## src/design/ddlm_ram.sv

```systemverilog
// Generic single-write, single-read RAM with registered read data.
// No dependencies.
module ddlm_ram #(
  parameter int WIDTH = 32,
  parameter int DEPTH = 8
) (
  input  logic                                      clk_i,
  input  logic                                      we_i,
  input  logic [((DEPTH > 1) ? $clog2(DEPTH) : 1)-1:0] waddr_i,
  input  logic [WIDTH-1:0]                          wdata_i,
  input  logic                                      re_i,
  input  logic [((DEPTH > 1) ? $clog2(DEPTH) : 1)-1:0] raddr_i,
  output logic [WIDTH-1:0]                          rdata_o
);

  logic [WIDTH-1:0] mem_q [DEPTH];
  logic [WIDTH-1:0] rdata_q;

  always_ff @(posedge clk_i) begin
    if (we_i) begin
      mem_q[waddr_i] <= wdata_i;
    end
    if (re_i) begin
      rdata_q <= mem_q[raddr_i];
    end
  end

  assign rdata_o = rdata_q;

endmodule

```

## config.mk

```make
export PLATFORM = sky130hd
export DESIGN_NAME = ddlm_ram
export DESIGN_NICKNAME = d
export VERILOG_FILES = /design/src/design/ddlm_ram.sv
export SDC_FILE = /design/constraint.sdc
export NUM_CORES = 1
export LEC_CHECK = 0
export BUFFER_PORTS_ARGS = -buffer_cell sky130_fd_sc_hd__buf_2
export CAP_MARGIN = 0
export CELL_PAD_IN_SITES_DETAIL_PLACEMENT = 1
export CELL_PAD_IN_SITES_GLOBAL_PLACEMENT = 1
export CORE_AREA = 2 2 168 170
export CTS_CLUSTER_DIAMETER = 50
export CTS_CLUSTER_SIZE = 16
export DETAILED_ROUTE_END_ITERATION = 16
export DIE_AREA = 0 0 170 172
export PLACE_DENSITY = 0.66
export SYNTH_ARGS = -nofsm -noshare
export SYNTH_HDL_FRONTEND = slang
export SYNTH_SLANG_ARGS = --single-unit
```

## constraint.sdc

```tcl
create_clock -name clk_i -period 6.65 [get_ports clk_i]
set_clock_uncertainty 0.15 [all_clocks]
set_input_delay 0.9975 -clock clk_i [delete_from_list [all_inputs] [get_ports clk_i]]
set_output_delay 0.9975 -clock clk_i [all_outputs]
set_load 0.02 [all_outputs]
```

## Yosys cells after proc, flatten, opt, wreduce, memory -nomap -nowiden

Memories as Yosys holds them, arrays and structs flattened. A register that Yosys moved wholly into a read port is not among the register bits.
Cells that the tools add are included.

- Multiplexer cells: 2

Operators by type and width:

| kind | count |
|---|---|
| two-way mux 1 bit | 2 |

- Memories: 1
- Output and inout bits: 32
- Word-level logic and storage cells: 3
- Input bits: 41
- Bits in writable memories: 256
- Register bits after elaboration: 0

Memory list:

| memory | words | bits a word | read ports | clocked after memory_dff | wr ports | line | text |
|---|---|---|---|---|---|---|---|
| mem_q | 8 | 32 | 1 | 1 | 1 | 16 | `logic [WIDTH-1:0] mem_q [DEPTH];` |

## Depth between registers and ports, before layout

- Word-level depth: 2
- Mapped depth: 4
- Gate-level depth less buffers: 2

## Worst setup path after synthesis

No wires, ideal clock.

- Path kind: in2reg
- From: input waddr_i[2] in the netlist's numbering
- To: memory mem_q[0][0], enable pin
- Arrival: 3.383 ns
- Slack: 2.656 ns
- Path buffers: 0
- Stages on the path: 2
- Required time: 6.039 ns
- Setup time: 0.461 ns
- Path through: nand2b_1 > nor3_1

RTL lines:

| element | line | text |
|---|---|---|
| start: declaration | 9 | `input logic [((DEPTH > 1) ? $clog2(DEPTH) : 1)-1:0] waddr_i,` |
| end: declaration | 16 |  |

Straight into the memory's write port.

==> impl_metrics.py <==
metrics = {
    "detailed_routing": {
        "drtAntennaViolNets": 0,
        "finalWirelength_um": 20760,
        "wl_per_cell_um": 23.73,
        "remaining_drc_errors": 0,
        "dr_total_vias": 4611,
        "first_pass_iters": 5,
        "drt-initial-drc-count": 353,
        "vias_per_cell": 5.270,
    },
    "setup_path": {
        "worstPathRequired_ns": 6.79,
        "cp_cell_sequence": "buf_4 -> buf_4 -> mux4_1 -> mux2_2",
        "timing.rr.start": "mem_q[2][12]",
        "cp_top_family": "buffers and inverters",
        "path_class": "in2reg",
        "arrival_ns": 3.03,
        "cp-start-kind": "primary input",
        "slowest_delay_ns": 0.65,
        "crit_start": "raddr_i[0]",
        "cp_max_fo": 38,
        "cpMostUsedCell": "buf_4",
        "critPathSlowestCell": "buf_4",
        "path_buf_inv": 2,
        "end_kind": "flop",
    },
    "clock_network": {
        "cts_buffers": 29,
        "cts_root_buf": "clkbuf_16",
        "clkSlewWorstSetupHoldPaths_ns": 0.07,
        "cts-resized-gates": 0,
        "htree_levels": 1,
        "cts_sinks": 288,
        "cts_tree": "built",
        "cts_buffer_depth": 3,
        "post-cts-setup-buffers": 0,
        "hold_buffers": 0,
        "clock_latency_ns": 0.55,
    },
    "layout": {
        "finalNonFillerCells": 875,
        "drive_gt1_share_pct": 35.23,
        "area_growth_pct": 16.04,
        "fin_area_um2": 12520,
        "fillers": 2454,
        "final_nets": 551,
        "fin_util_pct": 45.56,
    },
    "timing": {
        "fin_crit_sh_pct": 43.39,
        "slew_violations": 0,
        "min_period_ns": 2.886,
        "fmax_mhz": 346.6,
        "rsz0062_at_grt": "false",
        "fin_setup_tns_ns": 0,
        "relSlewSlack_pct": 28.51,
        "worst_slack_ns": 3.764,
        "timing_hold_violations_final": 0,
        "worst_pin_slew_ns": 1.072,
        "setup_viol": 0,
    },
    "hold_path": {
        "worstHoldStart": "wdata_i[17]",
        "hp-class": "in2reg",
    },
    "die": {
        "rows": 61,
        "dieWidth_um": 170,
        "core_um2": 27480,
        "ios": 73,
        "die_h_um": 172,
        "initial_core_util_pct": 39.26,
        "die_area_um2": 29240,
    },
    "global_routing": {
        "antenna_found_initial": 4,
        "grt_max_degree": 65,
        "track_usage_pct": 14.53,
        "grt_overflow": 0,
        "grt_pass1_wl_um": 30990,
        "grt_pass1_vias": 4947,
    },
    "place": {
        "place.gp.congestion": 0.6562,
        "portBuffers": 72,
        "place_inst": 825,
        "dpl_worst_slack_ns": 3.148,
        "place_area_um2": 11580,
        "post-dp-hpwl_um": 10530,
    },
    "power": {
        "power_density_nw_per_um2": 310.8,
        "ir_drop_uv": 160.0,
        "power.leakage_nw": 4.146,
    },
    "yosys": {
        "ys_seq_elements": 288,
        "yosys_warnings": 0,
        "synth.net_count": 456,
        "synth_seq_area_share_pct": 80.18,
        "netlist-cell-type-count": 12,
        "yosys.area.top_type": "edfxtp_1",
        "synth_cells": 415,
        "syn_area_per_cell_um2": 25.99,
        "netlist_top_cells_area": "edfxtp_1 (80%), mux4_1 (9.7%), mux4_2 (5.0%), mux2_2 (3.3%), buf_6 (0.73%)",
        "synthesis.area_um2": 10790,
        "synth_top_area_share_pct": 80.18,
    },
    "status": {
        "status": "finished clean",
    },
    "run": {
        "cap_viol_max_count": 0,
    },
}
==> state kept, by name (all words and copies together) (netlist names) <==
signal and flops:
mem_q 256, rdata_o 32
==> routing by layer <==
layer  up-vias  global-route usage, %  wire (um)
li1       2005                      -          -
met4         6                  4.162        342
met1      2474                  17.61       8668
met2        93                  26.28      10770
met3        33                  3.182        941
met5         -                      0         35
==> metrics by stage <==
step	power, W	hold WS [ns]
finish	0.003890	0.5616
global route	0.004021	0.5400
CTS	0.003938	0.5284
detailed placement	0.002338	0.5892
global placement	0.002325	0.5705
floorplan	0.002250	0.5662
==> Yosys cell counts, drive strengths merged <==
cell type and count:
buf 17, clkbuf 1, edfxtp 288, mux2 32, mux4 64, nand2 2
nand2b 3, nor2 6, nor3 2
==> path summary, 6_finish.rpt <==
| path | cells after the start | slack [ns] | end |
|---|---|---|---|
| setup / recovery | 4 | 3.76 | rdata_o[12] |
| hold / removal | 1 | 0.56 | mem_q[6][17] |
| setup reg to reg | 2 | 5.09 | rdata_o[12] |
| hold reg to reg | 2 | 0.60 | rdata_o[28] |
==> cells in the final DEF (no fill, tap or decap), drive strengths merged <==
| cell | synthesis | routed |
|---|---|---|
| mux2 | 32 | 32 |
| inv | 0 | 3 |
| diode | 0 | 1 |
| mux4 | 64 | 64 |
| bufinv | 0 | 3 |
| nand2b | 3 | 3 |
| clkinvlp | 0 | 1 |
| buf | 17 | 82 |
| nand2 | 2 | 2 |
| edfxtp | 288 | 288 |
| nor3 | 2 | 2 |
| clkbuf | 1 | 35 |
| clkinv | 0 | 7 |
| nor2 | 6 | 6 |
==> area by class of cell <==
type / count / area [um^2] / area share (%)
flip-flops and latches: 288 / 8648 / 69.09
multi-input cells: 109 / 2066 / 16.50
clock buffers: 35 / 748.2 / 5.978
repair buffers: 82 / 437.9 / 3.499
well taps: 346 / 432.9 / 3.459
clock inverters: 14 / 181.4 / 1.449
diodes: 1 / 2.502 / 0.01999
==> power by group <==
part           switching (W)  leakage (nW)  total (W)  internal (W)
Sequential         0.0000178          2.64    0.00209       0.00207
Clock               0.000672         0.447    0.00160      0.000924
Combinational       0.000115          1.06   0.000201     0.0000859
Total               0.000805          4.15    0.00389       0.00308
==> cells by family (layout without fill, tap and decap cells) <==
logic type / count (synthesis) / after routing / synth area share [%]
other: 0 / 1 / 0
flip-flops: 288 / 288 / 80.18
AND/OR/NAND/NOR: 13 / 13 / 0.5452
multiplexers: 96 / 96 / 18.10
buffers and inverters: 18 / 131 / 1.183
Note: power is estimated with default switching activity, not from simulation.
