**src/design/ddlm_pkg.sv**
```systemverilog
// Shared types and constants for the discount DLM forward filter.
// No dependencies.
package ddlm_pkg;

  localparam int MAX_ORDER_DEF  = 8;
  localparam int DATA_WIDTH_DEF = 32;
  localparam int FRAC_BITS      = 16;
  localparam int CFG_IDX_W      = 2;
  localparam int CFG_DATA_W     = 17;

  typedef enum logic [CFG_IDX_W-1:0] {
    CFG_STATE_DISC = 2'd0,
    CFG_VAR_DISC   = 2'd1,
    CFG_ORDER      = 2'd2
  } cfg_idx_e;

  typedef struct packed {
    logic signed [31:0] regressor;
    logic signed [31:0] observation;
    logic               series_start;
  } in_word_t;

  typedef struct packed {
    logic        [2:0]  component_index;
    logic signed [31:0] component_mean;
    logic signed [31:0] forecast;
    logic        [30:0] forecast_variance;
    logic        [30:0] scale_estimate;
    logic        [30:0] degrees_freedom;
    logic               numeric_error;
    logic               last_component;
  } out_word_t;

  typedef struct packed {
    logic busy;
    logic done;
  } div_stat_t;

endpackage

```
**src/design/ddlm_div.sv**
```systemverilog
// Radix-2 restoring Q16.16 divider, round half away from zero, saturating.
// Depends on ddlm_pkg (status struct, FRAC_BITS and width default).
module ddlm_div import ddlm_pkg::*; #(
  parameter int NUM_W = DATA_WIDTH_DEF,
  parameter int DEN_W = DATA_WIDTH_DEF + 6
) (
  input  logic                    clk_i,
  input  logic                    rst_ni,
  input  logic                    start_i,
  input  logic signed [NUM_W-1:0] num_i,
  input  logic signed [DEN_W-1:0] den_i,
  output div_stat_t               stat_o,
  output logic signed [NUM_W-1:0] quo_o
);

  localparam int NW  = NUM_W + FRAC_BITS;
  localparam int CNW = $clog2(NW + 1);
  localparam logic [NW:0] VMAX_Q = (NW+1)'((NW+1)'(1) << (NUM_W - 1)) - (NW+1)'(1);
  localparam logic signed [NUM_W-1:0] VMAX_N = VMAX_Q[NUM_W-1:0];
  localparam logic signed [NUM_W-1:0] VMIN_N = ~VMAX_N;

  logic             busy_q, done_q, neg_q;
  logic [CNW-1:0]   cnt_q;
  logic [DEN_W-1:0] rem_q, den_q;
  logic [NW-1:0]    sh_q;
  logic signed [NUM_W-1:0] res_q;

  logic [NUM_W-1:0] num_mag;
  logic [DEN_W-1:0] den_mag;
  logic [DEN_W:0]   trial;
  logic             fit;
  logic             up;
  logic [NW:0]      qr;

  assign num_mag = num_i[NUM_W-1] ? NUM_W'(-num_i) : NUM_W'(num_i);
  assign den_mag = den_i[DEN_W-1] ? DEN_W'(-den_i) : DEN_W'(den_i);
  assign trial   = {rem_q, sh_q[NW-1]};
  assign fit     = trial >= {1'b0, den_q};
  assign up      = {rem_q, 1'b0} >= {1'b0, den_q};
  assign qr      = (NW+1)'(sh_q) + (NW+1)'(up);

  always_ff @(posedge clk_i or negedge rst_ni) begin
    if (!rst_ni) begin
      busy_q <= 1'b0;
      done_q <= 1'b0;
      cnt_q  <= '0;
    end else begin
      if (start_i) begin
        neg_q <= num_i[NUM_W-1] ^ den_i[DEN_W-1];
        den_q <= den_mag;
        rem_q <= '0;
        sh_q  <= {num_mag, FRAC_BITS'(0)};
        cnt_q <= CNW'(NW);
        if (den_mag == '0) begin
          res_q  <= num_i[NUM_W-1] ? VMIN_N : VMAX_N;
          done_q <= 1'b1;
        end else begin
          busy_q <= 1'b1;
          done_q <= 1'b0;
        end
      end else if (busy_q) begin
        if (cnt_q == '0) begin
          if (neg_q) begin
            res_q <= (qr > VMAX_Q + (NW+1)'(1)) ? VMIN_N : -qr[NUM_W-1:0];
          end else begin
            res_q <= (qr > VMAX_Q) ? VMAX_N : qr[NUM_W-1:0];
          end
          busy_q <= 1'b0;
          done_q <= 1'b1;
        end else begin
          rem_q  <= fit ? DEN_W'(trial - {1'b0, den_q}) : trial[DEN_W-1:0];
          sh_q   <= {sh_q[NW-2:0], fit};
          cnt_q  <= cnt_q - CNW'(1);
          done_q <= 1'b0;
        end
      end else begin
        done_q <= 1'b0;
      end
    end
  end

  assign stat_o.busy = busy_q;
  assign stat_o.done = done_q;
  assign quo_o       = res_q;

endmodule
```
**config.mk**
```make
export PLATFORM = sky130hd
export DESIGN_NAME = ddlm_div
export DESIGN_NICKNAME = d
export VERILOG_FILES = /design/src/design/ddlm_pkg.sv /design/src/design/ddlm_div.sv
export SDC_FILE = /design/constraint.sdc
export NUM_CORES = 1
export LEC_CHECK = 0
export BUFFER_PORTS_ARGS = -buffer_cell sky130_fd_sc_hd__buf_2
export CAP_MARGIN = 5
export CORE_AREA = 5 5 200 183
export CTS_BUF_LIST = sky130_fd_sc_hd__clkbuf_16
export DETAILED_ROUTE_END_ITERATION = 12
export DIE_AREA = 0 0 205 188
export PLACE_DENSITY = 0.62
export SYNTH_ARGS = -nofsm -noshare
export SYNTH_HDL_FRONTEND = slang
export SYNTH_SLANG_ARGS = --single-unit
export TNS_END_PERCENT = 100
```
**constraint.sdc**
```tcl
create_clock -name clk_i -period 12.4 [get_ports clk_i]
set_clock_uncertainty 0.2 [all_clocks]
set_input_delay 2.48 -clock clk_i [delete_from_list [all_inputs] [get_ports clk_i]]
set_output_delay 2.48 -clock clk_i [all_outputs]
set_load 0.01 [all_outputs]
```
# Word level (Yosys, flattened, before mapping)
# Cells that the tools add are included.
dict set report word_totals {
  reg_bits 165
  inputBits 73
  out_inout_bits 34
}
dict set report op_classes {
  n_addsub 6
  n_lt_le_gt_ge 4
  n_eq_ne 3
  n_mux 27
  bitwise 1
  n_reduce_logical 8
}
# operator n
set op_table {}
lappend op_table {{$mux W32} 9}
lappend op_table {{$mux W38} 4}
lappend op_table {{$mux W48} 3}
lappend op_table {{$ge A39 B38 Y1} 2}
lappend op_table {{$neg A32 Y32} 2}
lappend op_table {{$add A48 B1 Y49} 1}
lappend op_table {{$gt A49 B31 Y1 const B} 1}
lappend op_table {{$gt A49 B32 Y1 const B} 1}
lappend op_table {{$logic_not A38 Y1} 1}
lappend op_table {{$neg A38 Y38} 1}
lappend op_table {{$sub A38 B38 Y38} 1}
lappend op_table {{$mux W6} 3}
lappend op_table {{$mux W1} 8}
lappend op_table {{$logic_not A6 Y1} 1}
lappend op_table {{$sub A6 B1 Y6 const B} 1}
lappend op_table {{$ne A2 B2 Y1 const B} 2}
lappend op_table {{$reduce_and A2 Y1} 2}
lappend op_table {{$reduce_and A4 Y1} 1}
lappend op_table {{$reduce_bool A2 Y1} 2}
lappend op_table {{$reduce_and A3 Y1} 1}
lappend op_table {{$ne A2 B1 Y1 const B} 1}
lappend op_table {{$xor A1 B1 Y1} 1}

# Longest topological paths before layout
dict set report logic_depth {
  depth_word 8
  depth_mapped 27
  depth_no_buf 26
}

# Worst setup path after synthesis
# OpenSTA, ideal clock, no wires.
dict set report synth_timing {
  path_type {input-to-reg}
  from {input den_i[12]}
  to {register res_q[0] (netlist: quo_o[0]) (enable)}
  arrival_ns 5.668
  required_ns 11.808
  setup_slack_ns 6.140
  cell_stages 10
  path_buffers 0
  cell_sequence {or4_1 nand4bb_1 or2_1 or3_1 o31ai_1 xnor2_1 nor4b_1 nand4_1 o22ai_1 and2_1}
}
dict set report synth_via {
  elab_chain_cells 5
}
# element line_no
set synth_lines {}
lappend synth_lines {{from (decl)} ddlm_div.sv:11} ;# input logic signed [DEN_W-1:0] den_i,
lappend synth_lines {{$neg A38 Y38} ddlm_div.sv:36} ;# assign den_mag = den_i[DEN_W-1] ? DEN_W'(-den_i) : DEN_W'(den_i);
lappend synth_lines {{$mux W38} ddlm_div.sv:36}
lappend synth_lines {{net den_mag[27]} ddlm_div.sv:29} ;# logic [DEN_W-1:0] den_mag;
lappend synth_lines {{$logic_not A38 Y1} ddlm_div.sv:54} ;# if (den_mag == '0) begin
lappend synth_lines {{$ne A2 B1 Y1 (no source line)} --}
lappend synth_lines {{$reduce_and A4 Y1 (no source line)} --}
lappend synth_lines {{to (signal assigned)} ddlm_div.sv:55} ;# res_q <= num_i[NUM_W-1] ? VMIN_N : VMAX_N;
lappend synth_lines {{to (signal assigned)} ddlm_div.sv:64} ;# res_q <= (qr > VMAX_Q + (NW+1)'(1)) ? VMIN_N : -qr[NUM_W-1:0];
lappend synth_lines {{to (signal assigned)} ddlm_div.sv:66} ;# res_q <= (qr > VMAX_Q) ? VMAX_N : qr[NUM_W-1:0];
lappend synth_lines {{to (decl)} ddlm_div.sv:26} ;# logic signed [NUM_W-1:0] res_q;
# The timed path passes the listed nets, and every way through them passes these cells.
# A chain may end at the register's enable or synchronous reset.

# Final worst setup path
dict set report layout_timing {
  from {register rem_q[23]}
  to {register res_q[22] (netlist: quo_o[22]) (data pin)}
}
dict set report layout_via {
  elab_chain_cells 8
  word_cells_on_any_way 11
  cone_classes {add/sub: 2; order compare: 3; mux: 6}
}
# element line_no
set layout_lines {}
lappend layout_lines {{from (decl)} ddlm_div.sv:24} ;# logic [DEN_W-1:0] rem_q, den_q;
lappend layout_lines {{from (signal assigned)} ddlm_div.sv:71} ;# rem_q <= fit ? DEN_W'(trial - {1'b0, den_q}) : trial[DEN_W-1:0];
lappend layout_lines {{$ge A39 B38 Y1 *} ddlm_div.sv:39} ;# assign up = {rem_q, 1'b0} >= {1'b0, den_q};
lappend layout_lines {{$add A48 B1 Y49 *} ddlm_div.sv:40} ;# assign qr = (NW+1)'(sh_q) + (NW+1)'(up);
lappend layout_lines {{$gt A49 B31 Y1 (tied with other cells)} ddlm_div.sv:66}
lappend layout_lines {{$mux W32 (on tied branches)} {ddlm_div.sv:66, ddlm_div.sv:64}}
lappend layout_lines {{$mux W32 *} ddlm_div.sv:63} ;# if (neg_q) begin
lappend layout_lines {{$mux W32 *} ddlm_div.sv:62} ;# if (cnt_q == '0) begin
lappend layout_lines {{$mux W32 *} ddlm_div.sv:61} ;# end else if (busy_q) begin
lappend layout_lines {{$mux W32 *} ddlm_div.sv:48} ;# if (start_i) begin
# Every way passes the cells marked *; elsewhere a longest branch is shown, timed or not. The select of a mux whose other input is x is not followed.

==> results.yml <==
synth:
  async_flop_share_pct: 4.85
  synth_top_area_share_pct: 34.8
  synth.avg_cell_area_sq_um: 8.52
  synth_seq_area_share_pct: 36.3
  yosysWarningCount: 0
  yosysUniqueCellTypes: 88
  yosys_register_bits: 165
  synth.area.top_cells: "edfxtp_1, xnor2_1, nand2_1"
  synthFlopType: "edfxtp_1"
  synth_fp_nets: 1711
  yosysTopAreaCell: "edfxtp_1"
  syn_area_sq_um: 13500
  synth_edf_count: 157
  synth_cells: 1591
cells_and_area:
  nets: 1750
  layout-drive-gt1-share_pct: 11.2
  layout.cells.non_filler: 2113
  area_growth_pct: 10.1
cts:
  path_clk_slew_ns: 0.08
  cts_max_level: 4
  cts-resized-gates: 0
  clockRootBuffer: "clkbuf_16"
  cts_setup_buffers: 0
  cts.sinks: 165
  clockBufferDepth: 2
  ctsHoldBuffers: 0
  tritoncts: "yes"
  cts_buffers: 17
  insertion_delay_ns: 0.46
floorplanning:
  ios: 107
  die_h_microns: 188
  core_sq_um: 34400
  initial_core_util_pct: 39.4
  num_rows: 65
  die-width_microns: 205
  dieArea_sq_um: 38500
sta:
  tns_ns: 0
  min_period_over_period_pct: 57.5
  finalSetupViolations: 0
  worst_pin_slew_ns: 1.13
  layout_min_cycle_time_ns: 7.13
  max_slew_margin_pct: 23.7
  finalHoldViolCount: 0
  fmax_ghz: 0.140
  final_max_slew_viol_count: 0
  grt_setup_unrepaired: "false"
detailed_routing:
  drtPass1Iterations: 5
  drc_errors: 0
  totalWireLength_mm: 37.1
  avgViaCountPerCell: 5.66
  final_antenna_net_count: 0
  drt_first_iter_violations: 1010
  vias: 12000
  post_drt_wl_per_cell_microns: 17.6
place:
  gp_congestion: 0.949
  dpl.hpwl_mm: 27.4
  numPortBuffers: 106
  dp.cells: 2080
hold_path:
  hold_class: "reg2reg"
worst_setup_path:
  path_max_fanout: 26
  path_class: "reg2reg"
  cp.arrival_ns: 7.22
  end_kind: "register"
  required_ns: 12.49
  start_kind: "register"
grt:
  grt_pass1_wl_mm: 59.7
  grt_max_degree: 76
  grt_overflow_total: 0
  grtUsageTotal_pct: 19.0
  antenna_found_initial: 1
  grt_pass1_vias: 11200
flow_run:
  drv_cap: 0
power:
  ir_worst_vdd_v: 0.0000824
  p_leak_uw: 0.00557
  finalPower_uw: 1860
  power_density_nw_per_um2: 125
outcome:
  outcome: "finished clean"
-- per-stage QoR --
step	setup WS (ns)	utilization [%]	hold slack, ns	area [sq um]
floorplan	6.14	-	0.289	13500
global placement	5.55	41.7	0.312	14300
detailed placement	5.34	41.7	0.325	14300
CTS	5.29	43.3	0.345	14900
global route	4.65	43.3	0.356	14900
finish	5.27	43.3	0.331	14900
-- area by class of cell --
| class | count | area [sq um] |
|---|---|---|
| fillers | 3449 | 19500 |
| multi-input cells | 1257 | 7960 |
| flip-flops and latches | 165 | 4910 |
| repair buffers | 116 | 608 |
| well taps | 469 | 587 |
| clock buffers | 17 | 425 |
| inverters | 73 | 274 |
| clock inverters | 15 | 145 |
| diodes | 1 | 2.50 |
-- Yosys cell counts (8+ instances only) --
library cell  number
ha_1              46
xor2_1            36
nor4_1            27
and2_1            11
o22ai_1           18
nor3_1            58
or4_1             11
xnor2_1          114
o21ai_1           23
o21bai_1           9
dfrtp_1            8
nor2_1           101
edfxtp_1         157
a211oi_1          23
a31oi_1           16
nand4_1           35
nand2b_1          22
nor2b_1           13
and4_1            11
mux2i_1           12
buf_1             10
inv_1             73
nand2_1          210
buf_2             10
clkbuf_1          68
o31ai_1           28
and3_1            19
nand3_1           45
o41ai_1            8
a21o_1            22
a21oi_1           93
or3_1             18
o21ai_0          103
-- flip-flops by register name, indices dropped and copies added (netlist names) --
register,count
rem_q,38
quo_o,32
cnt_q,6
den_q,38
sh_q,48
neg_q,1
done_q,1
busy_q,1
-- critical path, stage by stage (launching register included) --
cell and delay (ns):
edfxtp_1 0.43, ha_1 0.36, a21o_1 0.17, a21o_1 0.17, a21o_1 0.19, or4b_1 0.52, o211ai_1 0.22, or3b_2 0.52
ha_1 0.29, ha_1 0.37, inv_1 0.08, ha_1 0.20, or4b_1 0.45, o31ai_1 0.12, o21ai_1 0.22, a2111oi_0 0.68
nand4_1 0.38, o41ai_2 0.28, and4b_1 0.43, o21ai_4 0.25, a221o_1 0.34, nand2_1 0.08
-- report_power, final --
part	internal, uW	switching, uW	total [uW]
Combinational	240	354	594
Sequential	680	52.2	732
Clock	282	252	534
Total	1200	658	1860
-- placed cells by master (no fill, tap or decap), types with 27 or more instances in the layout --
cell type / instances
nand2_1: 209
edfxtp_1: 157
xnor2_1: 114
buf_2: 105
o21ai_0: 103
nor2_1: 101
a21oi_1: 93
inv_1: 74
nor3_1: 58
ha_1: 46
nand3_1: 45
xor2_1: 36
nand4_1: 35
o31ai_1: 28
nor4_1: 27
-- metal layers --
| layer | wire length, microns | global-route usage [%] | vias to the layer above | part of all wire [%] |
|---|---|---|---|---|
| met3 | 2110 | 3.86 | 32 | 5.7 |
| met2 | 15900 | 27.7 | 323 | 43 |
| met4 | 490 | 4.69 | 2 | 1.3 |
| met5 | 13 | 0 | - | 0.035 |
| met1 | 18600 | 28.6 | 5670 | 50 |
| li1 | - | - | 5936 | - |
-- path summary, 6_finish.rpt --
kind	cells past startpoint	end	slack, ns	from
max in group asynchronous	3	cnt_q[4]	9.26	rst_ni
hold reg to reg	2	cnt_q[4]	0.33	cnt_q[4]
hold / removal	2	cnt_q[4]	0.33	cnt_q[4]
setup reg to reg	21	quo_o[22]	5.27	rem_q[23]
setup / recovery	21	quo_o[22]	5.27	rem_q[23]
min in group asynchronous	3	cnt_q[1]	2.39	rst_ni
-- cell families after synthesis --
group | count (synthesis) | synth area share [%]
AND/OR/NAND/NOR | 619 | 23.0
buffers and inverters | 169 | 5.11
AO/OA/AOI/OAI | 422 | 20.0
multiplexers | 19 | 1.47
adder cells (fa/ha/maj) | 47 | 4.40
flip-flops | 165 | 36.3
XOR/XNOR | 150 | 9.70
(Power assumes the default switching activity.)
